--- config.mk ---
export PLATFORM = sky130hd
export DESIGN_NAME = generation_slot_cache_unit
export DESIGN_NICKNAME = d
export VERILOG_FILES = /design/src/rtl/gsc_pkg.sv /design/src/rtl/gsc_table.sv /design/src/rtl/generation_slot_cache_unit.sv
export SDC_FILE = /design/constraint.sdc
export NUM_CORES = 2
export LEC_CHECK = 0
export BUFFER_PORTS_ARGS = -buffer_cell sky130_fd_sc_hd__buf_2
export CORE_MARGIN = 4
export CORE_UTILIZATION = 40
export DETAILED_ROUTE_END_ITERATION = 10
export PLACE_DENSITY_LB_ADDON = 0.15
export RECOVER_POWER = 100
export SYNTH_ARGS = -nofsm -noshare
export SYNTH_HDL_FRONTEND = slang
export SYNTH_HIERARCHICAL = 1
export SYNTH_SLANG_ARGS = --single-unit
export TNS_END_PERCENT = 10
--- constraint.sdc ---
create_clock -name clk -period 44.7 [get_ports clk]
set_input_delay 6.705 -clock clk [delete_from_list [all_inputs] [get_ports clk]]
set_output_delay 6.705 -clock clk [all_outputs]
set_load 0.02 [all_outputs]
--- src/rtl/gsc_pkg.sv ---
// ----------------------------------------------------------------------------
// gsc_pkg
// shared types and packing constants for the generation slot cache
// ----------------------------------------------------------------------------
package gsc_pkg;

  localparam int unsigned ID_W    = 64;
  localparam int unsigned GEN_W   = 64;
  localparam int unsigned DATA_W  = 64;
  localparam int unsigned COUNT_W = 32;
  localparam int unsigned SLOT_W  = 4;

  // request word: resource_id, payload, oldest_live_generation, current_generation
  localparam int unsigned IN_W  = ID_W + DATA_W + GEN_W + GEN_W;
  // result word: slot_index, hit, evicted, failed, change_count, zero fill to bytes
  localparam int unsigned RES_W = SLOT_W + 3 + COUNT_W;
  localparam int unsigned OUT_W = ((RES_W + 7) / 8) * 8;

  // one table entry as held in the slot memory
  typedef struct packed {
    logic [DATA_W-1:0] payload;
    logic [GEN_W-1:0]  generation;
    logic [ID_W-1:0]   id;
  } entry_t;

endpackage

--- src/rtl/gsc_table.sv ---
// ----------------------------------------------------------------------------
// gsc_table
// slot memory: one write port, one read port with registered read data
// ----------------------------------------------------------------------------
module gsc_table
  import gsc_pkg::*;
#(
  parameter int unsigned SLOTS = 16,
  parameter int unsigned AW    = 4
) (
  input  logic          clk,
  input  logic          wr_en,
  input  logic [AW-1:0] wr_addr,
  input  entry_t        wr_entry,
  input  logic [AW-1:0] rd_addr,
  output entry_t        rd_entry
);

  entry_t mem [SLOTS];

  always_ff @(posedge clk) begin
    if (wr_en) begin
      mem[wr_addr] <= wr_entry;
    end
  end

  always_ff @(posedge clk) begin
    rd_entry <= mem[rd_addr];
  end

endmodule

--- src/rtl/generation_slot_cache_unit.sv ---
// ----------------------------------------------------------------------------
// generation_slot_cache_unit
// slot cache with lookup, lowest-free insertion and generation based eviction
// ----------------------------------------------------------------------------
// One request is handled at a time. After a request is taken the block reads
// the occupied slots one per cycle from a single-port-read slot memory,
// looking for the id and tracking the eviction candidate (smallest id whose
// generation is below oldest_live_generation). A hit stops the scan at the
// matching slot; a miss reads every filled slot, and an empty table skips the
// scan. Slots are always occupied from slot 0 upward (an eviction refills its
// slot at once), so a fill count stands in for the used flags: no clearing
// pass is needed after reset. The result sits in an output register, so a new
// request is taken while the previous result still waits on the master side.
module generation_slot_cache_unit
  import gsc_pkg::*;
#(
  parameter int unsigned SLOTS = 16
) (
  input  logic             clk,
  input  logic             rst,
  input  logic             s_tvalid,
  output logic             s_tready,
  // resource_id, payload, oldest_live_generation, current_generation
  input  logic [IN_W-1:0]  s_tdata,
  output logic             m_tvalid,
  input  logic             m_tready,
  // slot_index, hit, evicted, failed, change_count, zero fill
  output logic [OUT_W-1:0] m_tdata
);

  localparam int unsigned AW = (SLOTS > 1) ? $clog2(SLOTS) : 1;
  localparam int unsigned FW = $clog2(SLOTS + 1);

  typedef enum logic [1:0] {
    ST_IDLE,
    ST_SCAN,
    ST_RESOLVE,
    ST_RESULT
  } state_t;

  state_t state;

  // captured request
  logic [ID_W-1:0]   req_id;
  logic [DATA_W-1:0] req_payload;
  logic [GEN_W-1:0]  req_oldest;
  logic [GEN_W-1:0]  req_cur;

  // table bookkeeping
  logic [FW-1:0]      fill;
  logic [COUNT_W-1:0] change_count;

  // scan state
  logic [AW-1:0]   cur_idx;
  logic            vic_valid;
  logic [AW-1:0]   vic_idx;
  logic [ID_W-1:0] vic_id;

  // pending result
  logic [AW-1:0] res_slot;
  logic          res_hit;
  logic          res_evicted;
  logic          res_failed;

  // memory ports
  logic          wr_en;
  logic [AW-1:0] wr_addr;
  entry_t        wr_entry;
  logic [AW-1:0] rd_addr;
  entry_t        rd_entry;

  logic match;
  logic better;
  logic last;
  logic free;
  logic out_load;
  logic [AW+SLOT_W-1:0] slot_ext;

  assign s_tready = (state == ST_IDLE);

  // compare the entry read for cur_idx against the request
  assign match  = (rd_entry.id == req_id);
  assign better = (rd_entry.generation < req_oldest) &&
                  (!vic_valid || (rd_entry.id < vic_id));
  assign last   = (FW'(cur_idx) == (fill - FW'(1)));
  assign free   = (fill < FW'(SLOTS));

  // next read address runs one ahead of the entry being checked
  always_comb begin
    if (state == ST_SCAN && !last) begin
      rd_addr = cur_idx + AW'(1);
    end else if (state == ST_SCAN) begin
      rd_addr = cur_idx;
    end else begin
      rd_addr = '0;
    end
  end

  // write back: generation refresh on a hit, new entry on a miss
  always_comb begin
    wr_en    = 1'b0;
    wr_addr  = cur_idx;
    wr_entry = '{payload: req_payload, generation: req_cur, id: req_id};
    unique case (state)
      ST_SCAN: begin
        wr_en            = match;
        wr_entry.payload = rd_entry.payload;
      end
      ST_RESOLVE: begin
        wr_en   = free || vic_valid;
        wr_addr = free ? fill[AW-1:0] : vic_idx;
      end
      ST_IDLE, ST_RESULT: begin
        wr_en = 1'b0;
      end
      default: begin
        wr_en = 1'b0;
      end
    endcase
  end

  gsc_table #(
    .SLOTS (SLOTS),
    .AW    (AW)
  ) u_table (
    .clk      (clk),
    .wr_en    (wr_en),
    .wr_addr  (wr_addr),
    .wr_entry (wr_entry),
    .rd_addr  (rd_addr),
    .rd_entry (rd_entry)
  );

  // slot index zero extended; its low SLOT_W bits form the result field
  assign slot_ext = {{SLOT_W{1'b0}}, res_slot};
  assign out_load = (state == ST_RESULT) && (!m_tvalid || m_tready);

  always_ff @(posedge clk) begin
    if (rst) begin
      state        <= ST_IDLE;
      fill         <= '0;
      change_count <= '0;
      vic_valid    <= 1'b0;
      m_tvalid     <= 1'b0;
    end else begin
      // result taken and nothing new to load
      if (m_tready && !out_load) begin
        m_tvalid <= 1'b0;
      end
      unique case (state)
        ST_IDLE: begin
          if (s_tvalid) begin
            req_id      <= s_tdata[ID_W-1:0];
            req_payload <= s_tdata[ID_W +: DATA_W];
            req_oldest  <= s_tdata[ID_W+DATA_W +: GEN_W];
            req_cur     <= s_tdata[ID_W+DATA_W+GEN_W +: GEN_W];
            vic_valid   <= 1'b0;
            cur_idx     <= '0;
            // empty table: nothing to scan
            state       <= (fill == '0) ? ST_RESOLVE : ST_SCAN;
          end
        end
        ST_SCAN: begin
          if (match) begin
            res_slot    <= cur_idx;
            res_hit     <= 1'b1;
            res_evicted <= 1'b0;
            res_failed  <= 1'b0;
            state       <= ST_RESULT;
          end else begin
            if (better) begin
              vic_valid <= 1'b1;
              vic_idx   <= cur_idx;
              vic_id    <= rd_entry.id;
            end
            if (last) begin
              state <= ST_RESOLVE;
            end else begin
              cur_idx <= cur_idx + AW'(1);
            end
          end
        end
        ST_RESOLVE: begin
          res_hit <= 1'b0;
          priority if (free) begin
            // lowest free slot is the one just past the filled range
            res_slot     <= fill[AW-1:0];
            res_evicted  <= 1'b0;
            res_failed   <= 1'b0;
            fill         <= fill + FW'(1);
            change_count <= change_count + COUNT_W'(1);
          end else if (vic_valid) begin
            // removal and insertion each count as a change
            res_slot     <= vic_idx;
            res_evicted  <= 1'b1;
            res_failed   <= 1'b0;
            change_count <= change_count + COUNT_W'(2);
          end else begin
            res_slot    <= '0;
            res_evicted <= 1'b0;
            res_failed  <= 1'b1;
          end
          state <= ST_RESULT;
        end
        ST_RESULT: begin
          if (out_load) begin
            m_tvalid <= 1'b1;
            m_tdata  <= {{(OUT_W-RES_W){1'b0}}, change_count, res_failed, res_evicted,
                         res_hit, slot_ext[SLOT_W-1:0]};
            state    <= ST_IDLE;
          end
        end
        default: begin
          state <= ST_IDLE;
        end
      endcase
    end
  end

  // fill count never passes the table size
  a_fill_bound: assert property (@(posedge clk) disable iff (rst)
    fill <= FW'(SLOTS))
    else $error("fill count beyond table size");

  // occupancy grows by at most one slot per request and never shrinks
  a_fill_step: assert property (@(posedge clk) disable iff (rst)
    ##1 ((fill == $past(fill)) || (fill == $past(fill) + FW'(1))))
    else $error("fill count stepped wrongly");

  // an eviction only happens on a full table
  a_evict_full: assert property (@(posedge clk) disable iff (rst)
    (state == ST_RESULT && res_evicted) |-> (fill == FW'(SLOTS)))
    else $error("eviction with free slots left");

  // the change counter only moves as a miss is resolved
  a_count_hold: assert property (@(posedge clk) disable iff (rst)
    ($past(state) != ST_RESOLVE) |-> $stable(change_count))
    else $error("change counter moved outside resolve");

  // a failed request writes nothing and reports slot 0 with no hit or eviction
  a_fail_clean: assert property (@(posedge clk) disable iff (rst)
    (state == ST_RESULT && res_failed) |-> (res_slot == '0 && !res_hit && !res_evicted))
    else $error("failed request with slot or flags set");

endmodule
# Yosys cells after proc, flatten, opt, wreduce, memory -nomap -nowiden
# Memory sizes are Yosys's and may differ from the RTL's. A register that Yosys moved wholly into a read port is not among the register bits.
# Cells that the tools add are included.
# Widths: inputs -> output; s select.
# op_classes
n_lt_le_gt_ge	3
n_reduce_logical	26
n_eq_ne	12
muxes	40
add_sub_neg	5
n_bitwise	2
# op_table
operator	n
$lt 64x64->1	2
$eq 64x64->1	1
$mux 32	2
$mux 64	1
$mux 4	10
$add 32x1->32 const B	1
$add 32x2->32 const B	1
$pmux 4 s2	2
$mux 1	14
$ne 2x2->1 const B	6
$reduce_and 3->1	4
$mux 2	5
$pmux 1 s2	4
$pmux 2 s4	1
$reduce_and 4->1	2
$reduce_bool 2->1	3
$add 5x1->5 const B	1
$eq 4x5->1	1
$logic_not 5->1	1
$lt 5x5->1 const B	1
$reduce_and 5->1	1
$sub 5x1->5 const B	1
$add 4x1->4 const B	1
$eq 2x2->1 const B	2
10 further kinds	20
# totals
memories	1
register_bits	415
output_inout_bits	42
input_bits	260
wordCells	106
ram_bits	3072
# memory_table
memory	depth	width	read_ports	rd_ports_with_merged_regs	wr	line_no	text
u_table.mem	16	192	1	1	1	gsc_table.sv:19	entry_t mem [SLOTS];

# Logic depth before layout (Yosys ltp)
# depth
depth_word	8
depth_mapped	19

# Modules after synthesis
# Netlist, hierarchy kept.
# by_module_without_submodules
mod	instances	seq_area_each_um2	area_each_um2	cells_each
gsc_table	1	96092.2	118802.7	5024
generation_slot_cache_unit	1	12051.6	18216.2	1272

# Least setup slack after synthesis
# No wires, ideal clock.
# synth_path
kind	input -> register
start	in rst
end	reg req_cur[0], enable pin
n_path_buf	2
setup_ps	878
cell_stages	3
path_slack_ps	26078
arrival_ps	17744
path_cell_list	clkbuf_1 clkbuf_1 nor2_1
# synth_between
elab_chain_cells	2
# synth_lines
element	line_no	text
from (decl)	generation_slot_cache_unit.sv:20	input logic rst,
$not 1->1 (no line)	--	
$reduce_and 3->1 (no line)	--	
to (signal assigned)	generation_slot_cache_unit.sv:156	req_cur <= s_tdata[ID_W+DATA_W+GEN_W +: GEN_W];
to (decl)	generation_slot_cache_unit.sv:47	logic [GEN_W-1:0] req_cur;
# Every way passes these cells.
# A chain may end at the register's enable or synchronous reset.

# Worst setup path after layout
# layout_path
start	reg fill[0]
end	reg, netlist name u_table/rd_entry[75]
# layout_between
elab_chain_cells	5
# layout_lines
element	line_no	text
from (decl)	generation_slot_cache_unit.sv:50	logic [FW-1:0] fill;
from (signal assigned)	generation_slot_cache_unit.sv:190	fill <= fill + FW'(1);
$sub 5x1->5	generation_slot_cache_unit.sv:85	assign last = (FW'(cur_idx) == (fill - FW'(1)));
$eq 4x5->1	generation_slot_cache_unit.sv:85	
$logic_not 1->1	generation_slot_cache_unit.sv:90	if (state == ST_SCAN && !last) begin
$logic_and 1x1->1	generation_slot_cache_unit.sv:90	
$mux 4	generation_slot_cache_unit.sv:90	
named net rd_addr[0]	generation_slot_cache_unit.sv:69	logic [AW-1:0] rd_addr;
# The timed path passes the listed nets, and every way through them passes these cells.

==> summary.md <==
| Metric | Value |
|---|---|
| Status | `finished with violations` |
| Failing checks | `capacitance limit, slew limit` |
| Crit path max fanout | `96` |
| Largest net degree at the start of global routing | `121` |
| DRT iter0 DRCs | `3695` |
| Period utilization | `0.444` |
| Syn Nets | `4938` |
| Die W | `495 um` |
| Mapped Cells | `4543` |
| RSZ-0062 raised after global routing | `no` |
| ANT nets after route | `0` |
| CTS tree | `yes` |
| Remaining DRCs | `0` |
| Gr ovfl total | `0` |
| Met2 Use GR | `0.307` |
| GR Util met3 | `0.0277` |
| Final HPWL DP | `120000 um` |
| Pre-Repair DR Iteration Count | `5` |
| Std-Cell Rows | `178` |
| Vias per cell | `5.47` |
| Fin. max-slew vios | `3085` |
| Initial Util | `0.403` |
| First-pass GRT wire length | `340000 um` |
| Mapped Area | `95000 um^2` |
| Final std cells w/o fill | `8269` |
| Maxcap violations | `56` |
| HP Class | `reg -> reg` |
| Required time worst endpoint | `45.49 ns` |
| WL/cell | `28.5 um` |
| Dpl cells | `7775` |
| Worst Path Arrival | `20.64 ns` |
| GRT met1 Usage | `0.279` |
| Post-Syn Area per Cell | `20.9 um^2` |
| Peak supply drop | `0.0345 mV` |
| Final hold viol count | `0` |
| Startpoint Class | `register` |
| Leak pwr | `34.4 nW` |
| Placer congestion estimate | `0.760` |
| Crit path capture type | `register` |
| CTS H-tree lvls | `5` |
| Fin Clk Skew | `0.0747 ns` |
| Crit path time final | `19.84 ns` |
| Slew @ Worst Pin | `9.80 ns` |
| CTS buffer count | `283` |
| Vias in the first global route | `46800` |
| Fmax | `0.0504 GHz` |
| Postcts setup bufs | `0` |
| YS warnings | `6` |
| Die area | `245000 um^2` |
| Setup Viol. Count Final | `0` |
| WS Path Type | `reg -> reg` |
| Die height | `495 um` |
| Worst-Skew Late Latency | `0.93 ns` |
| Via Count | `45300` |
| Power per cell area | `56.5 nW/um^2` |
| Area grow syn2layout | `14.0%` |
| TNS Setup | `0 ns` |
| Hold Worst Slack | `0.419 ns` |
| IO Pins | `302` |
| Final nets | `5305` |
| Initial antenna violation count | `7` |
| Hold-fix buffers, CTS | `0` |
| Clock sink count | `2527` |
| Slew Limit Headroom | `-5.54` |
| # port buffers | `236` |
| Post-CTS sizing | `0` |
| GRT Util Overall | `0.192` |
| Post-Route WL | `236000 um` |
| CTS Buffer Depth | `4` |
| Fraction of final layout cells sized beyond drive strength 1 | `0.207` |
| Grt peak-use layer | `met2` |
| CTS clk-pin slew, worst paths | `0.06 ns` |
| Root Buffer | `clkbuf_16` |
| Core Box Area | `236000 um^2` |
==> metrics by stage <==
step / utilization / worst slack, ns / cell area [um^2] / total power [W]
floorplan: - / 28.85 / 95000 / 0.00355
global placement: 0.424 / 34.21 / 100000 / 0.00388
detailed placement: 0.424 / 34.14 / 100000 / 0.00389
CTS: 0.462 / 35.15 / 109000 / 0.00614
global route: 0.459 / 22.01 / 108000 / 0.00638
finish: 0.459 / 24.86 / 108000 / 0.00611
==> per-layer routing <==
metal	share of wire	vias up
met3	0.050	380
met4	0.024	0
met2	0.48	1228
met1	0.45	24300
met5	0	-
li1	-	19300
==> placed cells by master, fill, tap and decap left out, types with 10 or more instances in the layout <==
| master | n |
|---|---|
| clkbuf_1 | 232 |
| nand3_1 | 21 |
| ha_1 | 135 |
| nor2b_1 | 12 |
| clkinv_1 | 30 |
| nand2_1 | 151 |
| a21o_1 | 21 |
| buf_2 | 130 |
| a211oi_1 | 25 |
| a22oi_1 | 220 |
| bufinv_16 | 19 |
| nor3_1 | 11 |
| xor2_1 | 85 |
| nand4_1 | 30 |
| nor2_1 | 66 |
| dfxtp_1 | 169 |
| xnor2_1 | 12 |
| a21oi_1 | 77 |
| nor2_4 | 13 |
| inv_1 | 142 |
| o21ai_0 | 34 |
| o211ai_1 | 22 |
| or3_1 | 10 |
| nor4_1 | 23 |
| edfxtp_1 | 2358 |
| mux2i_1 | 88 |
| o22ai_1 | 21 |
| mux4_2 | 478 |
| clkbuf_8 | 25 |
| clkinv_2 | 48 |
| buf_4 | 28 |
| clkbuf_16 | 290 |
==> critical path, cell delays in order, from the launching register on <==
cell and delay, ns:
dfxtp_1 0.48, inv_1 0.08, ha_1 0.33, xor2_1 0.16, nand2_1 0.08, or4_1 0.68, xnor2_1 0.19, nor2_1 0.45
clkbuf_1 5.92, clkbuf_1 2.24, clkbuf_1 2.29, clkbuf_1 2.61, clkbuf_1 2.90, mux4_2 0.78, a22oi_1 0.23, nand2_1 0.11
==> where the power goes <==
part           total, W  switching (W)  internal, W  leakage, nW
Clock           0.00224       0.000899      0.00134         4.37
Combinational  0.000898       0.000528     0.000370         7.36
Sequential      0.00298       0.000137      0.00284         22.7
Total           0.00611        0.00156      0.00455         34.4
==> final timing paths <==
check | from | endpoint | slack (ns) | depth (start not counted)
worst min register to register | res_slot[0]$_DFFE_PP_ | m_tdata[0]$_DFFE_PP_ | 0.42 | 0
worst max register to register | fill[0]$_SDFFE_PP0P_ | u_table/rd_entry[75]$_DFF_P_ | 24.86 | 15
worst max-delay path | fill[0]$_SDFFE_PP0P_ | u_table/rd_entry[75]$_DFF_P_ | 24.86 | 15
worst min-delay path | res_slot[0]$_DFFE_PP_ | m_tdata[0]$_DFFE_PP_ | 0.42 | 0
==> sequential cells by signal, indices dropped and copies added (netlist names) <==
name              cells
u_table/rd_entry    128
change_count         32
req_cur              64
cur_idx               4
m_tvalid              1
req_oldest           64
res_slot              4
vic_valid             1
m_tdata              39
u_table/mem        2048
fill                  5
req_id               64
res_failed            1
res_evicted           1
vic_id               64
state                 2
res_hit               1
vic_idx               4
==> area by class of cell <==
class	count	area (um^2)
inverter	143	537
tap	3150	3940
clock buffer	383	7860
clock inverter	108	1020
multi-input combinational	1632	19300
fill	19800	128000
antenna	3	7.51
timing repair buffer	323	1500
sequential	2527	74200
No activity file was read; power rests on OpenSTA's default activity.
